## src/rtl/grsd_pkg.sv

```systemverilog
// shared types and constants for the golomb-rice set decoder
package grsd_pkg;

    localparam int VALUE_W     = 64;   // running value and quotient width
    localparam int REM_W       = 32;   // remainder accumulator width
    localparam int RICE_W      = 6;    // rice parameter register width
    localparam int COUNT_W     = 32;   // element count width
    localparam int BYTE_W      = 8;    // encoded byte width
    localparam int POS_W       = 4;    // bit position within a byte, 0..8
    localparam int CFG_ADDR_W  = 1;
    localparam int CFG_DATA_W  = 32;
    localparam int QUEUE_DEPTH = 4;

    localparam logic [RICE_W-1:0]     MAX_RICE   = 6'd32;
    localparam logic [RICE_W-1:0]     RICE_RESET = 6'd19;
    localparam logic [POS_W-1:0]      BYTE_BITS  = 4'd8;

    // configuration register indexes
    localparam logic [CFG_ADDR_W-1:0] REG_RICE_BITS     = 1'b0;
    localparam logic [CFG_ADDR_W-1:0] REG_ELEMENT_COUNT = 1'b1;

    // one queued input word
    typedef struct packed {
        logic [BYTE_W-1:0] encoded_byte;
        logic              first_byte;
        logic              final_byte;
    } grsd_word_t;

    // one finished element (or truncation mark) from the scanner
    typedef struct packed {
        logic [VALUE_W-1:0] quotient;
        logic [REM_W-1:0]   remainder;
        logic               restart;    // first element since a clear
        logic               last;
        logic               truncated;
    } grsd_rec_t;

endpackage

```

## src/rtl/grsd_queue.sv

```systemverilog
// short fifo between the input port and the bit scanner
module grsd_queue
    import grsd_pkg::*;
#(
    parameter int DEPTH = QUEUE_DEPTH
) (
    input  logic       aclk,
    input  logic       aresetn,
    input  logic       push,
    input  grsd_word_t push_word,
    output logic       full,
    output logic       head_valid,
    output grsd_word_t head_word,
    input  logic       pop
);

    localparam int PTR_W = (DEPTH > 2) ? $clog2(DEPTH) : 1;
    localparam int CNT_W = $clog2(DEPTH + 1);

    grsd_word_t         mem_reg [DEPTH];
    logic [PTR_W-1:0]   wr_ptr_reg, wr_ptr_next;
    logic [PTR_W-1:0]   rd_ptr_reg, rd_ptr_next;
    logic [CNT_W-1:0]   count_reg, count_next;
    logic               do_push, do_pop;

    assign full       = (count_reg == CNT_W'(DEPTH));
    assign head_valid = (count_reg != '0);
    assign head_word  = mem_reg[rd_ptr_reg];
    assign do_push    = push && !full;
    assign do_pop     = pop && head_valid;

    always_comb begin
        wr_ptr_next = wr_ptr_reg;
        rd_ptr_next = rd_ptr_reg;
        count_next  = count_reg;
        if (do_push) begin
            wr_ptr_next = (wr_ptr_reg == PTR_W'(DEPTH - 1)) ? '0 : wr_ptr_reg + 1'b1;
        end
        if (do_pop) begin
            rd_ptr_next = (rd_ptr_reg == PTR_W'(DEPTH - 1)) ? '0 : rd_ptr_reg + 1'b1;
        end
        if (do_push && !do_pop) begin
            count_next = count_reg + 1'b1;
        end else if (do_pop && !do_push) begin
            count_next = count_reg - 1'b1;
        end
    end

    always_ff @(posedge aclk) begin
        if (!aresetn) begin
            wr_ptr_reg <= '0;
            rd_ptr_reg <= '0;
            count_reg  <= '0;
        end else begin
            wr_ptr_reg <= wr_ptr_next;
            rd_ptr_reg <= rd_ptr_next;
            count_reg  <= count_next;
        end
    end

    always_ff @(posedge aclk) begin
        if (do_push) begin
            mem_reg[wr_ptr_reg] <= push_word;
        end
    end

`ifndef SYNTHESIS
    a_count_bound: assert property (@(posedge aclk) disable iff (!aresetn)
        count_reg <= CNT_W'(DEPTH))
        else $error("queue fill count out of range");
`endif

endmodule

```

## src/rtl/grsd_scan.sv

```systemverilog
// bit scanner: walks the head byte, finishes at most one element per cycle
module grsd_scan
    import grsd_pkg::*;
(
    input  logic               aclk,
    input  logic               aresetn,
    input  logic [RICE_W-1:0]  eff_bits,
    input  logic [COUNT_W-1:0] element_count,
    input  logic               head_valid,
    input  grsd_word_t         head_word,
    output logic               pop,
    output logic               rec_valid,
    output grsd_rec_t          rec,
    input  logic               rec_ready
);

    logic [POS_W-1:0]   pos_reg, pos_next;
    logic [VALUE_W-1:0] q_reg, q_next;
    logic [REM_W-1:0]   rem_reg, rem_next;
    logic [RICE_W-1:0]  taken_reg, taken_next;
    logic               in_rem_reg, in_rem_next;
    logic [COUNT_W-1:0] done_reg, done_next;
    logic               fin_reg, fin_next;

    // start-of-cycle state, cleared when a first byte is picked up
    logic [VALUE_W-1:0] st_q;
    logic [REM_W-1:0]   st_rem;
    logic [RICE_W-1:0]  st_taken;
    logic               st_in_rem;
    logic [COUNT_W-1:0] st_done;
    logic               st_fin;

    logic                  done_hit;
    logic [POS_W-1:0]      nleft, ones, used_u, avail, take_k, pos_new;
    logic [BYTE_W-1:0]     win, win2;
    logic                  entering, in_rem_after, complete, elem_last, emit, adv;
    logic [RICE_W-1:0]     taken_base, need, taken_new;
    logic [REM_W+BYTE_W-1:0] rem_cat;
    logic [REM_W-1:0]      rem_new;
    logic [VALUE_W-1:0]    q_fin;
    logic [COUNT_W-1:0]    done_inc;
    logic                  pop_c, found_zero;
    logic [POS_W-1:0]      pos_c;

    always_comb begin
        if (pos_reg == '0 && head_word.first_byte) begin
            st_q      = '0;
            st_rem    = '0;
            st_taken  = '0;
            st_in_rem = 1'b0;
            st_done   = '0;
            st_fin    = 1'b0;
        end else begin
            st_q      = q_reg;
            st_rem    = rem_reg;
            st_taken  = taken_reg;
            st_in_rem = in_rem_reg;
            st_done   = done_reg;
            st_fin    = fin_reg;
        end

        done_hit = st_fin || (st_done >= element_count);
        nleft    = BYTE_BITS - pos_reg;
        win      = BYTE_W'(head_word.encoded_byte << pos_reg);

        // leading ones of the remaining bits; consumed bits shift in as zeros
        ones       = '0;
        found_zero = 1'b0;
        for (int i = BYTE_W - 1; i >= 0; i--) begin
            if (!found_zero && win[i]) begin
                ones = ones + 1'b1;
            end else begin
                found_zero = 1'b1;
            end
        end

        if (!st_in_rem) begin
            entering = (ones < nleft);
            used_u   = entering ? ones + 1'b1 : ones;
            q_fin    = st_q + VALUE_W'(ones);
        end else begin
            entering = 1'b0;
            used_u   = '0;
            q_fin    = st_q;
        end

        in_rem_after = st_in_rem || entering;
        taken_base   = entering ? '0 : st_taken;
        avail        = nleft - used_u;

        // rice_bits lowered mid-element still costs one more remainder bit
        if (entering) begin
            need = eff_bits;
        end else if (st_taken >= eff_bits) begin
            need = 6'd1;
        end else begin
            need = eff_bits - st_taken;
        end

        if (!in_rem_after) begin
            take_k = '0;
        end else if (RICE_W'(avail) < need) begin
            take_k = avail;
        end else begin
            take_k = POS_W'(need);
        end

        win2      = BYTE_W'(win << used_u);
        rem_cat   = {st_rem, win2} >> (BYTE_BITS - take_k);
        rem_new   = rem_cat[REM_W-1:0];
        taken_new = taken_base + RICE_W'(take_k);
        complete  = in_rem_after && (taken_new >= eff_bits) && (entering || take_k != '0);
        pos_new   = pos_reg + used_u + take_k;
        done_inc  = st_done + 1'b1;
        elem_last = (done_inc >= element_count);

        // candidate next state
        q_next      = st_q;
        rem_next    = st_rem;
        taken_next  = st_taken;
        in_rem_next = st_in_rem;
        done_next   = st_done;
        fin_next    = st_fin;
        pop_c       = 1'b1;
        pos_c       = '0;
        emit        = 1'b0;
        rec         = '0;

        if (done_hit) begin
            // padding or bytes after the end
            pop_c = 1'b1;
        end else if (complete) begin
            emit          = 1'b1;
            rec.quotient  = q_fin;
            rec.remainder = rem_new;
            rec.restart   = (st_done == '0);
            rec.last      = elem_last;
            q_next        = '0;
            rem_next      = '0;
            taken_next    = '0;
            in_rem_next   = 1'b0;
            done_next     = done_inc;
            fin_next      = elem_last;
            if (elem_last || (pos_new == BYTE_BITS && !head_word.final_byte)) begin
                pop_c = 1'b1;
            end else begin
                // more bits, or a truncation mark still owed on the final byte
                pop_c = 1'b0;
                pos_c = pos_new;
            end
        end else begin
            q_next      = q_fin;
            rem_next    = rem_new;
            taken_next  = taken_new;
            in_rem_next = in_rem_after;
            if (head_word.final_byte) begin
                emit          = 1'b1;
                rec.truncated = 1'b1;
                fin_next      = 1'b1;
            end
        end

        adv = head_valid && (!emit || rec_ready);
        if (!adv) begin
            q_next      = q_reg;
            rem_next    = rem_reg;
            taken_next  = taken_reg;
            in_rem_next = in_rem_reg;
            done_next   = done_reg;
            fin_next    = fin_reg;
            pos_next    = pos_reg;
        end else begin
            pos_next = pos_c;
        end
    end

    assign pop       = adv && pop_c;
    assign rec_valid = head_valid && emit;

    always_ff @(posedge aclk) begin
        if (!aresetn) begin
            pos_reg    <= '0;
            q_reg      <= '0;
            rem_reg    <= '0;
            taken_reg  <= '0;
            in_rem_reg <= 1'b0;
            done_reg   <= '0;
            fin_reg    <= 1'b0;
        end else begin
            pos_reg    <= pos_next;
            q_reg      <= q_next;
            rem_reg    <= rem_next;
            taken_reg  <= taken_next;
            in_rem_reg <= in_rem_next;
            done_reg   <= done_next;
            fin_reg    <= fin_next;
        end
    end

`ifndef SYNTHESIS
    a_pos_bound: assert property (@(posedge aclk) disable iff (!aresetn)
        pos_reg <= BYTE_BITS)
        else $error("bit position past end of byte");

    a_trunc_final: assert property (@(posedge aclk) disable iff (!aresetn)
        rec_valid && rec.truncated |-> head_word.final_byte)
        else $error("truncation mark on a non-final byte");

    a_taken_bound: assert property (@(posedge aclk) disable iff (!aresetn)
        taken_reg <= MAX_RICE)
        else $error("remainder bit count out of range");
`endif

endmodule

```

## src/rtl/grsd_accum.sv

```systemverilog
// delta build and running sum, three-stage pipeline with output register
module grsd_accum
    import grsd_pkg::*;
(
    input  logic               aclk,
    input  logic               aresetn,
    input  logic [RICE_W-1:0]  eff_bits,
    input  logic               rec_valid,
    input  grsd_rec_t          rec,
    output logic               rec_ready,
    output logic               m_tvalid,
    input  logic               m_tready,
    output logic [VALUE_W-1:0] m_tdata,
    output logic               m_tlast,
    output logic               m_tuser
);

    // stage 1: raw record
    logic               v1_reg;
    grsd_rec_t          rec1_reg;
    // stage 2: delta
    logic               v2_reg;
    logic [VALUE_W-1:0] delta2_reg;
    logic               restart2_reg, last2_reg, trunc2_reg;
    // stage 3: output
    logic               v3_reg;
    logic [VALUE_W-1:0] value3_reg;
    logic               last3_reg, trunc3_reg;
    logic [VALUE_W-1:0] running_reg, running_next;

    logic r1, r2, r3;

    assign r3        = !v3_reg || m_tready;
    assign r2        = !v2_reg || r3;
    assign r1        = !v1_reg || r2;
    assign rec_ready = r1;

    always_comb begin
        running_next = (restart2_reg ? '0 : running_reg) + delta2_reg;
    end

    always_ff @(posedge aclk) begin
        if (!aresetn) begin
            v1_reg <= 1'b0;
            v2_reg <= 1'b0;
            v3_reg <= 1'b0;
        end else begin
            if (r1) begin
                v1_reg <= rec_valid;
            end
            if (r2) begin
                v2_reg <= v1_reg;
            end
            if (r3) begin
                v3_reg <= v2_reg;
            end
        end
    end

    always_ff @(posedge aclk) begin
        if (r1 && rec_valid) begin
            rec1_reg <= rec;
        end
        if (r2 && v1_reg) begin
            delta2_reg   <= (rec1_reg.quotient << eff_bits) + VALUE_W'(rec1_reg.remainder);
            restart2_reg <= rec1_reg.restart;
            last2_reg    <= rec1_reg.last;
            trunc2_reg   <= rec1_reg.truncated;
        end
        if (r3 && v2_reg) begin
            last3_reg  <= last2_reg;
            trunc3_reg <= trunc2_reg;
            if (trunc2_reg) begin
                value3_reg <= '0;
            end else begin
                value3_reg  <= running_next;
                running_reg <= running_next;
            end
        end
    end

    assign m_tvalid = v3_reg;
    assign m_tdata  = value3_reg;
    assign m_tlast  = last3_reg;
    assign m_tuser  = trunc3_reg;

`ifndef SYNTHESIS
    a_trunc_clean: assert property (@(posedge aclk) disable iff (!aresetn)
        m_tvalid && m_tuser |-> m_tdata == '0 && !m_tlast)
        else $error("truncation word carries a value or last flag");
`endif

endmodule

```

## src/rtl/golomb_rice_set_decoder_unit.sv

```systemverilog
// golomb-rice coded set decoder, top level
//
//  channel   dir  handshake                tdata / tuser / tlast
//  s_        in   s_tvalid / s_tready      encoded_byte / first_byte / final_byte
//  m_        out  m_tvalid / m_tready      element_value / truncated / last_element
//  cfg_      in   cfg_wr_en (no stall)     index 0 rice_bits, 1 element_count
//
//  the scanner holds a byte while elements end before its last bit (other than
//  the set's last), and for the truncation word when a final byte ends exactly
//  on an element and still leaves the set short
//  a result word passes the queue, the scanner and the raw record, delta and output registers
//  m_ backpressure stalls the accumulator stages and the scanner; s_tready drops once the queue is full
//  synchronous active-low aresetn clears queue and pipeline, rice_bits 19, count 0
module golomb_rice_set_decoder_unit
    import grsd_pkg::*;
#(
    parameter int QUEUE_DEPTH_P = QUEUE_DEPTH
) (
    input  logic                  aclk,
    input  logic                  aresetn,
    // input words
    input  logic                  s_tvalid,
    output logic                  s_tready,
    input  logic [BYTE_W-1:0]     s_tdata,      // [7:0] encoded_byte
    input  logic [0:0]            s_tuser,      // [0] first_byte
    input  logic                  s_tlast,      // final_byte
    // result words
    output logic                  m_tvalid,
    input  logic                  m_tready,
    output logic [VALUE_W-1:0]    m_tdata,      // [63:0] element_value
    output logic [0:0]            m_tuser,      // [0] truncated
    output logic                  m_tlast,      // last_element
    // configuration writes
    input  logic                  cfg_wr_en,
    input  logic [CFG_ADDR_W-1:0] cfg_addr,
    input  logic [CFG_DATA_W-1:0] cfg_wr_data
);

    logic [RICE_W-1:0]  rice_bits_reg;
    logic [COUNT_W-1:0] element_count_reg;
    logic [RICE_W-1:0]  eff_bits;

    logic       q_full, head_valid, pop;
    grsd_word_t in_word, head_word;
    logic       rec_valid, rec_ready;
    grsd_rec_t  rec;

    // register file, write only
    always_ff @(posedge aclk) begin
        if (!aresetn) begin
            rice_bits_reg     <= RICE_RESET;
            element_count_reg <= '0;
        end else if (cfg_wr_en) begin
            case (cfg_addr)
                REG_RICE_BITS:     rice_bits_reg     <= cfg_wr_data[RICE_W-1:0];
                REG_ELEMENT_COUNT: element_count_reg <= cfg_wr_data[COUNT_W-1:0];
                default: ;
            endcase
        end
    end

    // rice parameters above 32 behave as 32
    assign eff_bits = (rice_bits_reg > MAX_RICE) ? MAX_RICE : rice_bits_reg;

    // front: accept words into the queue
    assign s_tready             = !q_full;
    assign in_word.encoded_byte = s_tdata;
    assign in_word.first_byte   = s_tuser[0];
    assign in_word.final_byte   = s_tlast;

    grsd_queue #(
        .DEPTH (QUEUE_DEPTH_P)
    ) u_queue (
        .aclk       (aclk),
        .aresetn    (aresetn),
        .push       (s_tvalid),
        .push_word  (in_word),
        .full       (q_full),
        .head_valid (head_valid),
        .head_word  (head_word),
        .pop        (pop)
    );

    // back: bit scanner, at most one element boundary per cycle, held while the accumulator is not ready
    grsd_scan u_scan (
        .aclk          (aclk),
        .aresetn       (aresetn),
        .eff_bits      (eff_bits),
        .element_count (element_count_reg),
        .head_valid    (head_valid),
        .head_word     (head_word),
        .pop           (pop),
        .rec_valid     (rec_valid),
        .rec           (rec),
        .rec_ready     (rec_ready)
    );

    // back: delta and running sum, output register
    grsd_accum u_accum (
        .aclk      (aclk),
        .aresetn   (aresetn),
        .eff_bits  (eff_bits),
        .rec_valid (rec_valid),
        .rec       (rec),
        .rec_ready (rec_ready),
        .m_tvalid  (m_tvalid),
        .m_tready  (m_tready),
        .m_tdata   (m_tdata),
        .m_tlast   (m_tlast),
        .m_tuser   (m_tuser[0])
    );

`ifndef SYNTHESIS
    a_rice_range: assert property (@(posedge aclk) disable iff (!aresetn)
        eff_bits <= MAX_RICE)
        else $error("effective rice parameter out of range");
`endif

endmodule
```

## config.mk

```make
export PLATFORM = sky130hd
export DESIGN_NAME = golomb_rice_set_decoder_unit
export DESIGN_NICKNAME = d
export VERILOG_FILES = /design/src/rtl/grsd_pkg.sv /design/src/rtl/grsd_queue.sv /design/src/rtl/grsd_scan.sv /design/src/rtl/grsd_accum.sv /design/src/rtl/golomb_rice_set_decoder_unit.sv
export SDC_FILE = /design/constraint.sdc
export NUM_CORES = 2
export LEC_CHECK = 0
export BUFFER_PORTS_ARGS = -buffer_cell sky130_fd_sc_hd__buf_4
export CAP_MARGIN = 10
export CORE_MARGIN = 2
export CORE_UTILIZATION = 58
export DETAILED_ROUTE_END_ITERATION = 8
export PLACE_DENSITY = 0.78
export SLEW_MARGIN = 0
export SYNTH_ARGS = -nofsm -noshare
export SYNTH_HDL_FRONTEND = slang
export SYNTH_SLANG_ARGS = --single-unit
export TNS_END_PERCENT = 1
```

## constraint.sdc

```tcl
create_clock -name aclk -period 18.35 [get_ports aclk]
set_input_delay 0.9175 -clock aclk [delete_from_list [all_inputs] [get_ports aclk]]
set_output_delay 0.9175 -clock aclk [all_outputs]
set_load 0.01 [all_outputs]
```

-- Yosys cells after proc, flatten, opt, wreduce, memory -nomap -nowiden
Memories as Yosys holds them, arrays and structs flattened. A register that Yosys moved wholly into a read port is not among the register bits.
Cells that the tools add are included.
Widths: inputs -> output; s select.
- add/subtract/negate cells: 23
- magnitude comparators: 7
- equal/unequal tests: 4
- shift operators: 4
- multiplexer cells: 62
- bitwise gates (word level): 3
- reduce and logical (&&, ||, !) cells: 53
- operator list (kind ; number):
    $mux 64 ; 5
    $mux 32 ; 6
    $add 64x32->64 ; 1
    $add 64x4->64 ; 1
    $add 64x64->64 ; 1
    $ge 32x32->1 ; 2
    $shl 64x6->64 ; 1
    $mux 4 ; 14
    $mux 6 ; 7
    $shr 40x4->32 ; 1
    $add 32x1->32 const B ; 1
    $logic_not 32->1 ; 1
    $add 4x1->4 const B ; 7
    $mux 1 ; 24
    $logic_and 1x1->1 ; 21
    $shl 8x4->8 ; 2
    $logic_not 1->1 ; 14
    $ge 6x6->1 ; 2
    $add 4x4->4 ; 2
    $logic_or 1x1->1 ; 8
    $mux 2 ; 4
    $sub 4x4->4 const A ; 2
    $add 6x4->6 ; 1
    $gt 6x6->1 const B ; 1
    other kinds (19) ; 27
- register bits after elaboration: 484
- memory bits (writable): 40
- bits of input ports: 48
- word-level logic and storage cells: 185
- memories kept: 1
- memory list (name ; depth ; width ; read ports ; clocked after Yosys merged registers in ; write ports ; line ; text):
    u_queue.mem_reg ; 4 ; 10 ; 1 ; 1 ; 1 ; grsd_queue.sv:20 ; grsd_word_t mem_reg [DEPTH];

-- Longest topological paths before layout
- depth in word-level cells: 42
- gate-level depth with buffers: 71
- depth with buffers taken out: 64

-- Modules after synthesis
From an unflattened synthesis, not the netlist that was laid out.
- cells, all modules: 4185
- area, all modules: 38739.7 um^2
- modules (own cells, without submodules) (module ; times used ; cells each ; area each (um^2)):
    grsd_accum ; 1 ; 1720 ; 19865.3
    grsd_scan ; 1 ; 2183 ; 15438.6
    grsd_queue ; 1 ; 103 ; 1918.1
    golomb_rice_set_decoder_unit ; 1 ; 179 ; 1517.7

-- Least setup slack after synthesis
Ideal clock, no wire load.
- kind: register to register
- from: register (tool-made name)
- to: register u_accum.rec1_reg[0] in the netlist's numbering, enable pin
- setup time: 0.678 ns
- arrival: 17.589 ns
- data required time: 17.672 ns
- setup slack: 0.083 ns
- stages on the path, launching flop included: 60
- path buffers: 5
- period minus slack after synthesis: 18.267 ns
- path through: dfxtp_1 buf_6 buf_6 mux2_1 mux4_2 a22o_1 nor2_1 nor2_1 a21oi_1 ha_1 nor2_1 nor2_1 ha_1 nand4_1 and2_1 a21oi_1 nand2_1 o21ai_0 (+24 left out) nand3_1 a21oi_1 a2111o_1 o31ai_2 buf_6 buf_4 ha_1 maj3_1 a21oi_1 nor2b_1 o21bai_1 xor2_1 and2_1 ha_1 a21oi_1 nor3_2 a21oi_4 nor3_1
- RTL lines (element ; line ; text):
    end signal: assignment ; grsd_accum.sv:62 ; rec1_reg <= rec;
    end: declaration ; grsd_accum.sv:20 ; grsd_rec_t rec1_reg;

==> impl_results.md <==
* Status: completed
* P_leak at around 16 nW
* Netlist cell types at 112
* Total internal power at 4.23 mW
* Largest cells by area after synthesis: edfxtp_1, dfxtp_1, ha_1
* Ant diodes at 0
* Worst setup margin at about 3400 ps
* P_sw at 3.73 mW
* Detailed placer's ending HPWL at 68.4 mm
* Unrepaired setup endpoints after global routing: no
* Pre-CTS setup slack at 3700 ps
* DIE HEIGHT at 260 um
* Skew final at about 20 ps
* Clk root buf: clkbuf_16
* Max reg flops at a little under 100
* Switching part of the total at 46.9%
* Synthesized cell area at 38000 um^2
* Post-synthesis instance total at 4072
* Post-synthesis sequential area ratio at 36.6%
* Fmax at ~0.067 GHz
* Post-Route WL at approximately 96 mm
* Power share of the clock group at 15.2%
* Max transition margin at 28.5%
* Critical Path Most Common Cell: ha_1
* Worst-Skew Late Latency at 640 ps
* Vias/cell at 6.29
* Slew Viols, Final at 0
* Sequential share of power at 23.1%
* Wire per inst at between 15 and 20 um
* Die area at about 68000 um^2
* Async SR Flop Fraction at 0%
* PwrDens at a little under 200 nW/um^2
* Post-synth EDFFs at 336
* Top cell type by total area after synthesis: edfxtp_1
* Port bufs at 115
* Critical path type: register to register
* Crit. End Element: register
* CTS tree: done
* Period utilization at 81.4%
* Synth cell count leaders: nand2_1, nor2_1, edfxtp_1
* TritonRoute pass-1 iters at 5
* Hold/Removal Path Class: register to register
* Number of global-route vias before repair at roughly 30k
* Dpl cells at 4849
* Nets at 4315
* Placed Instance Area at 39200 um^2
* Clock transition at the registers of the reported paths at 60 ps
* Hold Buf Count CTS at 0
* DRC violations left at 0
* Clock sinks at 526
* Final count of negative-setup-slack endpoints at 0
* Chip width at roughly 260 um
* Post-DRT Antenna Nets at 0
* Logic pwr share at 61.7%
* Initial DRC count at 3103
* Final min period at 14930 ps
* Pin count of the biggest net entering global routing at 87
* Slew @ Worst Pin at 1070 ps
* Crit-path max FO at 31
* Fillers at 5349
* Total CTS buffers at 56
* Layout Cells excl Fill at 4955
* Hold slack at between 400 and 500 ps
* Slowest stage cell, crit path: dfxtp_1
* H-Tree Depth at 2
* Max-cap viol count at 0
* GRT Total Usage at between 20% and 30%
* Critical Path Source Type: register
* Grt ovf at 0
* Final Hold Vio Count at 0
* Initial Utilization at between 50 and 60%
* I/O pin count at approximately 120
* Placeable core region at ~65000 um^2
* WP data arrival at 15480 ps
* Yosys Warn Count at 0
* Flops & latches, synth at roughly 530
* Setup tns final at 0 ps
* Data required, critical path at 18900 ps
* Synth top area share at 26.6%
* Syn nets at 4335
* Synth-to-Final Area Change at 8.56%
* Gpl congestion at between 0.9 and 1
* # rows at 93
* Primary FF master, synth: edfxtp_1
* Clk buf depth at 3
* Fin util at 63.8%
* Antenna violations before repair at 1
* CTS resizes at 0
* Peak VDD IR at roughly 370 uV
* Crit-path max cell delay at 1010 ps
* Via count at 31.2k
* Setup Fix Bufs, Post-CTS at 0
* First-pass GRT wire length at 156 mm
* Finished layout cell area at 41200 um^2
* Most frequent cell after synthesis: nand2_1
* Share of layout cells above drive strength 1 at 11.3%
* Mean Syn Cell Area at 9.33 um^2
* Total power at 7.97 mW
-- cell families after synthesis --
group	Yosys count	synth area share (%)
AO/OA/AOI/OAI	895	15.1
XOR/XNOR	230	5.38
adder cells (fa/ha/maj)	216	7.29
buffers and inverters	369	4.22
flip-flops	526	36.6
multiplexers	313	11.9
AND/OR/NAND/NOR	1523	19.5
-- area by class of cell --
cell class                      instances  area [um^2]  area share (%)
Clock buffer                           77         1610            3.91
Clock inverter                         29          380           0.923
Inverter                              130          498            1.21
Multi-Input combinational cell       3177        22600            54.7
Sequential cell                       526        13900            33.7
Tap cell                              855         1070            2.59
Timing Repair Buffer                  161         1210            2.93
-- final timing paths --
path | from | to | cells after the start | slack (ps)
max | register | u_scan.done_reg[16] | 58 | 3420
min | u_accum.rec1_reg[2] | u_accum.restart2_reg | 0 | 410
max reg2reg | register | u_scan.done_reg[16] | 58 | 3420
min reg2reg | u_accum.rec1_reg[2] | u_accum.restart2_reg | 0 | 410
-- layer usage --
layer	routed length (um)	global-route usage, %	part of all wire [%]
met2	44800	46.1	46
met3	6840	3.37	7.1
met4	3560	10.4	3.7
met5	0	0	0
met1	41200	38.6	43
-- power by group through the flow --
stage          sequential [mW]  combinational [mW]  clock (mW)
6_report                  1.84                4.91        1.21
5_1_grt                   1.87                5.32        1.27
4_1_cts                   1.84                4.84        1.23
3_5_place_dp              1.86                4.81           0
3_3_place_gp              1.85                4.76           0
2_1_floorplan             1.82                3.87           0
-- layout by cell type, fill, tap and decap left out, types with 70 or more instances in the layout --
| master | synthesis | routed |
|---|---|---|
| buf_4 | 17 | 161 |
| nand3_1 | 112 | 110 |
| a21oi_1 | 328 | 327 |
| mux2i_1 | 175 | 175 |
| xor2_1 | 74 | 74 |
| nor3_1 | 95 | 94 |
| nor2_1 | 362 | 361 |
| inv_1 | 121 | 121 |
| ha_1 | 206 | 206 |
| edfxtp_1 | 336 | 336 |
| mux4_2 | 106 | 106 |
| a21o_1 | 70 | 70 |
| xnor2_1 | 152 | 152 |
| nor2b_1 | 161 | 159 |
| nand2_1 | 442 | 441 |
| dfxtp_1 | 190 | 189 |
| o21ai_0 | 164 | 164 |
| and2_1 | 71 | 71 |
-- worst max-delay path: cells and delay by family, from the launching register on --
| family | cells | cell delay, ps |
|---|---|---|
| xor gates and xnor gates | 3 | 440 |
| muxes | 3 | 1280 |
| and+or+nand+nor | 21 | 4670 |
| DFF | 1 | 1010 |
| adders and majority gates | 9 | 2710 |
| AOI/OAI and AO/OA | 16 | 3370 |
| buffers and inverters | 6 | 1300 |
Power figures use the tool's default switching activity.
